File: src/hw/rtl/sev_pkg.sv
// Shared types and constants for the Smagorinsky eddy viscosity unit.
// No dependencies; imported by every module of the block.
`default_nettype none

package sev_pkg;

  // One root bit per cell; radicand is 63 bits wide.
  localparam int unsigned SQRT_STEPS   = 32;
  localparam int unsigned FRONT_STAGES = 4;
  localparam int unsigned BACK_STAGES  = 2;

  localparam logic [15:0] SMAG_CONSTANT_RESET     = 16'd6554;  // 0.1 in Q0.16
  localparam logic [15:0] FILTER_MULTIPLIER_RESET = 16'd8192;  // 2.0 in Q4.12

  typedef enum logic [0:0] {
    REG_SMAG_CONSTANT     = 1'b0,
    REG_FILTER_MULTIPLIER = 1'b1
  } cfg_reg_t;

  // Data handed from one root cell to the next.
  typedef struct packed {
    logic        valid;
    logic [63:0] rem;   // radicand remainder
    logic [63:0] root;  // partial root, scaled
    logic [63:0] d2;    // squared filter width, Q24.40
  } sqrt_stage_t;

endpackage

`default_nettype wire

File: src/hw/rtl/sev_sqrt_cell.sv
// One cell of the square-root chain: settles one root bit per pass.
// Depends on sev_pkg (stage struct).
`default_nettype none

module sev_sqrt_cell import sev_pkg::*; #(
  parameter int unsigned Idx = 0
) (
  input  logic        clk,
  input  logic        rst,
  input  sqrt_stage_t din,
  output sqrt_stage_t dout
);

  localparam logic [63:0] Bit = 64'd1 << (62 - 2 * Idx);

  logic        valid_q;
  logic [63:0] rem_q, root_q, d2_q;
  logic [63:0] trial;
  logic        fits;

  assign trial = din.root + Bit;
  assign fits  = (din.rem >= trial);

  always_ff @(posedge clk) begin
    if (rst) begin
      valid_q <= 1'b0;
    end else begin
      valid_q <= din.valid;
    end
  end

  always_ff @(posedge clk) begin
    rem_q  <= fits ? (din.rem - trial) : din.rem;
    root_q <= fits ? ((din.root >> 1) + Bit) : (din.root >> 1);
    d2_q   <= din.d2;
  end

  assign dout = '{valid: valid_q, rem: rem_q, root: root_q, d2: d2_q};

endmodule

`default_nettype wire

File: config.mk
export PLATFORM = sky130hd
export DESIGN_NAME = sev_sqrt_cell
export DESIGN_NICKNAME = d
export VERILOG_FILES = /design/src/hw/rtl/sev_pkg.sv /design/src/hw/rtl/sev_sqrt_cell.sv
export SDC_FILE = /design/constraint.sdc
export NUM_CORES = 1
export LEC_CHECK = 0
export CAP_MARGIN = 10
export CORE_MARGIN = 8
export CORE_UTILIZATION = 48
export DETAILED_ROUTE_END_ITERATION = 7
export DONT_BUFFER_PORTS = 1
export PLACE_DENSITY = 0.67
export SYNTH_ARGS = -nofsm -noshare
export SYNTH_HDL_FRONTEND = slang
export SYNTH_SLANG_ARGS = --single-unit
File: constraint.sdc
create_clock -name clk -period 3.5 [get_ports clk]
set_input_delay 0.35 -clock clk [delete_from_list [all_inputs] [get_ports clk]]
set_output_delay 0.35 -clock clk [all_outputs]
set_load 0.1 [all_outputs]
==> impl_metrics.ini <==
[status]
status = complete, no violations

[sta]
fin_setup_tns_ps = 0
min_period_ps = 2910
fmax_mhz = 343
setup_viol = 0
timing.final.crit_share_pct = 83.3
slew_violations = 0
rsz0062_at_grt = no
fin_ws_ps = 586
worstMarginPinSlew_ps = 1140
whs_ps = 22.1
hold_violations = 0
slew_headroom_pct = 24.2

[worst_setup_path]
path_cells = inv_1 > ha_1 > fa_1 > nor2b_1 > o221ai_1 > a21oi_1 > o21ai_1 > a21bo_2 > o31a_1 > o31a_1 > o31ai_2 > xnor2_1 > o21ai_2
critPathRequiredTime_ps = 3810
crit_fanout = 4
critPathBufInv = 1
arrival_ps = 3230
crit_family = compound AO/OA/AOI/OAI gates
max_stage_delay_ps = 420
crit_path_top_delay_cell = fa_1
endpoint_kind = flip-flop
setup.worst_path.class = in -> reg
start_kind = input port
cpMostUsedCell = o31a_1

[cells_and_area]
syn_to_final_growth_pct = 24.1
nets = 1371
final_layout_size_suffix_gt1_share_pct = 5.16

[floorplanning]
design.core.area_mm2 = 0.0178
row_count = 49
die-area_mm2 = 0.0227
ioPinCount = 388
initial_core_util_pct = 48.7
die_w_um = 151
die_h_um = 151

[clock_network]
numCtsBuffers = 17
clk_pin_slew_ps = 80
clkSinkCount = 193
cts_resized = 0
cts_tree = built
cts-htree-levels = 4
ctsRootBufferMaster = clkbuf_16
clock_path_buffers = 2

[power_and_ir_drop]
leakagePower_nw = 4.77
clkPwrFrac_pct = 26.9
p_comb_share_pct = 15.4
peakVddDrop_mv = 0.487
p_seq_share_pct = 57.7
power_density_mw_per_mm2 = 684
power.internal_w = 0.00390
p_sw_share_pct = 47.1
switching_power_w = 0.00348

[placed_design]
dp_slack_ps = 155
dpl.hpwl_mm = 23.1
numPortBuffers = 0
routabilityCongestion = 0.922

[global_route]
grt_antenna_before_repair = 1
grt_usage_pct = 25.2
grt_pass1_vias = 7580
grt-ovfl-total = 0
grt_max_degree = 60
grt_pass1_wl_mm = 43.9

[job]
cap_violations = 0

[synthesis]
syn_inst = 997
synth.cell_area_mm2 = 0.00870
synth_seq_area_share_pct = 44.4
synth_edf_count = 0
yosysWarnings = 0
synth_nets = 1257
synth.avg_cell_area_um2 = 8.72
ys.flop_type = dfxtp_1
synth-seq-cells = 193
ys_types = 58
synthArstFlopShare_pct = 0

[route]
ant_nets = 0
drc = 0
routedWlPerCell_um = 22.0
vias = 7488
first_pass_iters = 7
vias_per_cell = 5.53
first_iter_violations = 455
drt-total-wl_mm = 29.9

[hold_path]
hp-class = in -> reg
## layout make-up
type / count / area (um2)
fillers: 1500 / 7050
multi-input cells: 678 / 4330
flip-flops and latches: 193 / 3860
repair buffers: 140 / 1380
clock buffers: 17 / 425
inverters: 81 / 304
well taps: 229 / 287
clock inverters: 15 / 200
diodes: 1 / 2.50
## sequential cells by signal, summed over array words and instances, names as in the netlist
signal and cells:
root_q 64, valid_q 1, rem_q 64, d2_q 64
## metal layers
layer  wire [um]  track usage, %  vias up
li1            -               -     3666
met1       11400            28.8     3422
met2       14200            41.8      352
met3        3040            8.72       48
met4        1170            11.2        0
met5           0               0        -
## final timing paths
kind,startpoint,cells past startpoint,endpoint
worst max-delay path,din[128],13,rem_q[54]
worst min-delay path,din[177],2,rem_q[49]
## Yosys cell counts (2+ instances only)
cell type  instances  area, um2
o21bai_1          11       82.6
nand3_1           14       70.1
o41ai_2            2       32.5
a2111oi_0          3       26.3
o21ai_1            9       45.0
nand4_1           26        163
xnor2_1           39        342
o21ai_0          105        526
nor2b_1           10       62.6
and2_1             2       12.5
a211oi_1           3       22.5
a31oi_1           12       75.1
nand2_1          125        469
and3_1             6       37.5
o211ai_1           3       22.5
nor4_1             3       18.8
o31a_1             3       26.3
buf_2             18       90.1
inv_1             81        304
nor2_1            36        135
a21boi_0           2       15.0
a21oi_1           85        425
o221ai_1           4       35.0
clkbuf_2           3       15.0
a21o_1            29        218
o2111ai_1          3       26.3
dfxtp_1          193       3860
xor2_1            25        219
ha_1              64        801
nand2b_1           8       50.1
a31o_2             2       17.5
nor3_1            13       65.1
o21a_1             8       60.1
o31ai_1            2       15.0
clkbuf_1          22       82.6
## placed cells by master (no fill, tap or decap), types with 6 or more instances in the layout
cell,n
and3_1,6
a31oi_1,12
xnor2_1,39
a21oi_1,85
dfxtp_1,193
ha_1,64
buf_4,11
xor2_1,25
nor3_1,13
o21a_1,8
inv_1,81
dlygate4sd3_1,128
o21bai_1,11
nand2_1,125
nand3_1,14
nand4_1,26
nor2b_1,10
nand2b_1,8
clkbuf_16,17
o21ai_1,9
clkinv_8,7
nor2_1,36
o21ai_0,105
a21o_1,29
## cells by family (layout without fill, tap and decap cells)
kind of cell / after synthesis / in the layout / synth area share, %
simple gates: 250 / 250 / 13.2
xor+xnor: 64 / 64 / 6.45
compound gates: 298 / 298 / 20.5
fa+ha+maj: 65 / 65 / 9.44
flops: 193 / 193 / 44.4
buf+inv: 126 / 253 / 5.87
mux: 1 / 1 / 0.115
other cells: 0 / 1 / 0
## timing repair
item | 4_1_cts | 5_1_grt
hold endpoints to repair | 128 | 0
hold buffers | 128 | 0
setup buffers | 0 | 0
## through the flow
stage / instances / util [%] / power, W / area, um2
2_1_floorplan: 997 / - / 0.00502 / 8700
3_3_place_gp: 1193 / 49.8 / 0.00531 / 8880
3_5_place_dp: 1193 / 49.8 / 0.00531 / 8880
4_1_cts: 1353 / 60.5 / 0.00741 / 10800
5_1_grt: 1354 / 60.5 / 0.00766 / 10800
6_report: 1354 / 60.5 / 0.00738 / 10800
## power by group through the flow
stage | combinational, W | clock (W) | sequential [W]
floorplan | 0.000786 | 0 | 0.00423
global placement | 0.000992 | 0 | 0.00432
detailed placement | 0.000993 | 0 | 0.00431
CTS | 0.00112 | 0.00202 | 0.00427
global route | 0.00126 | 0.00212 | 0.00428
finish | 0.00114 | 0.00199 | 0.00426
No activity file was read; power rests on OpenSTA's default activity.
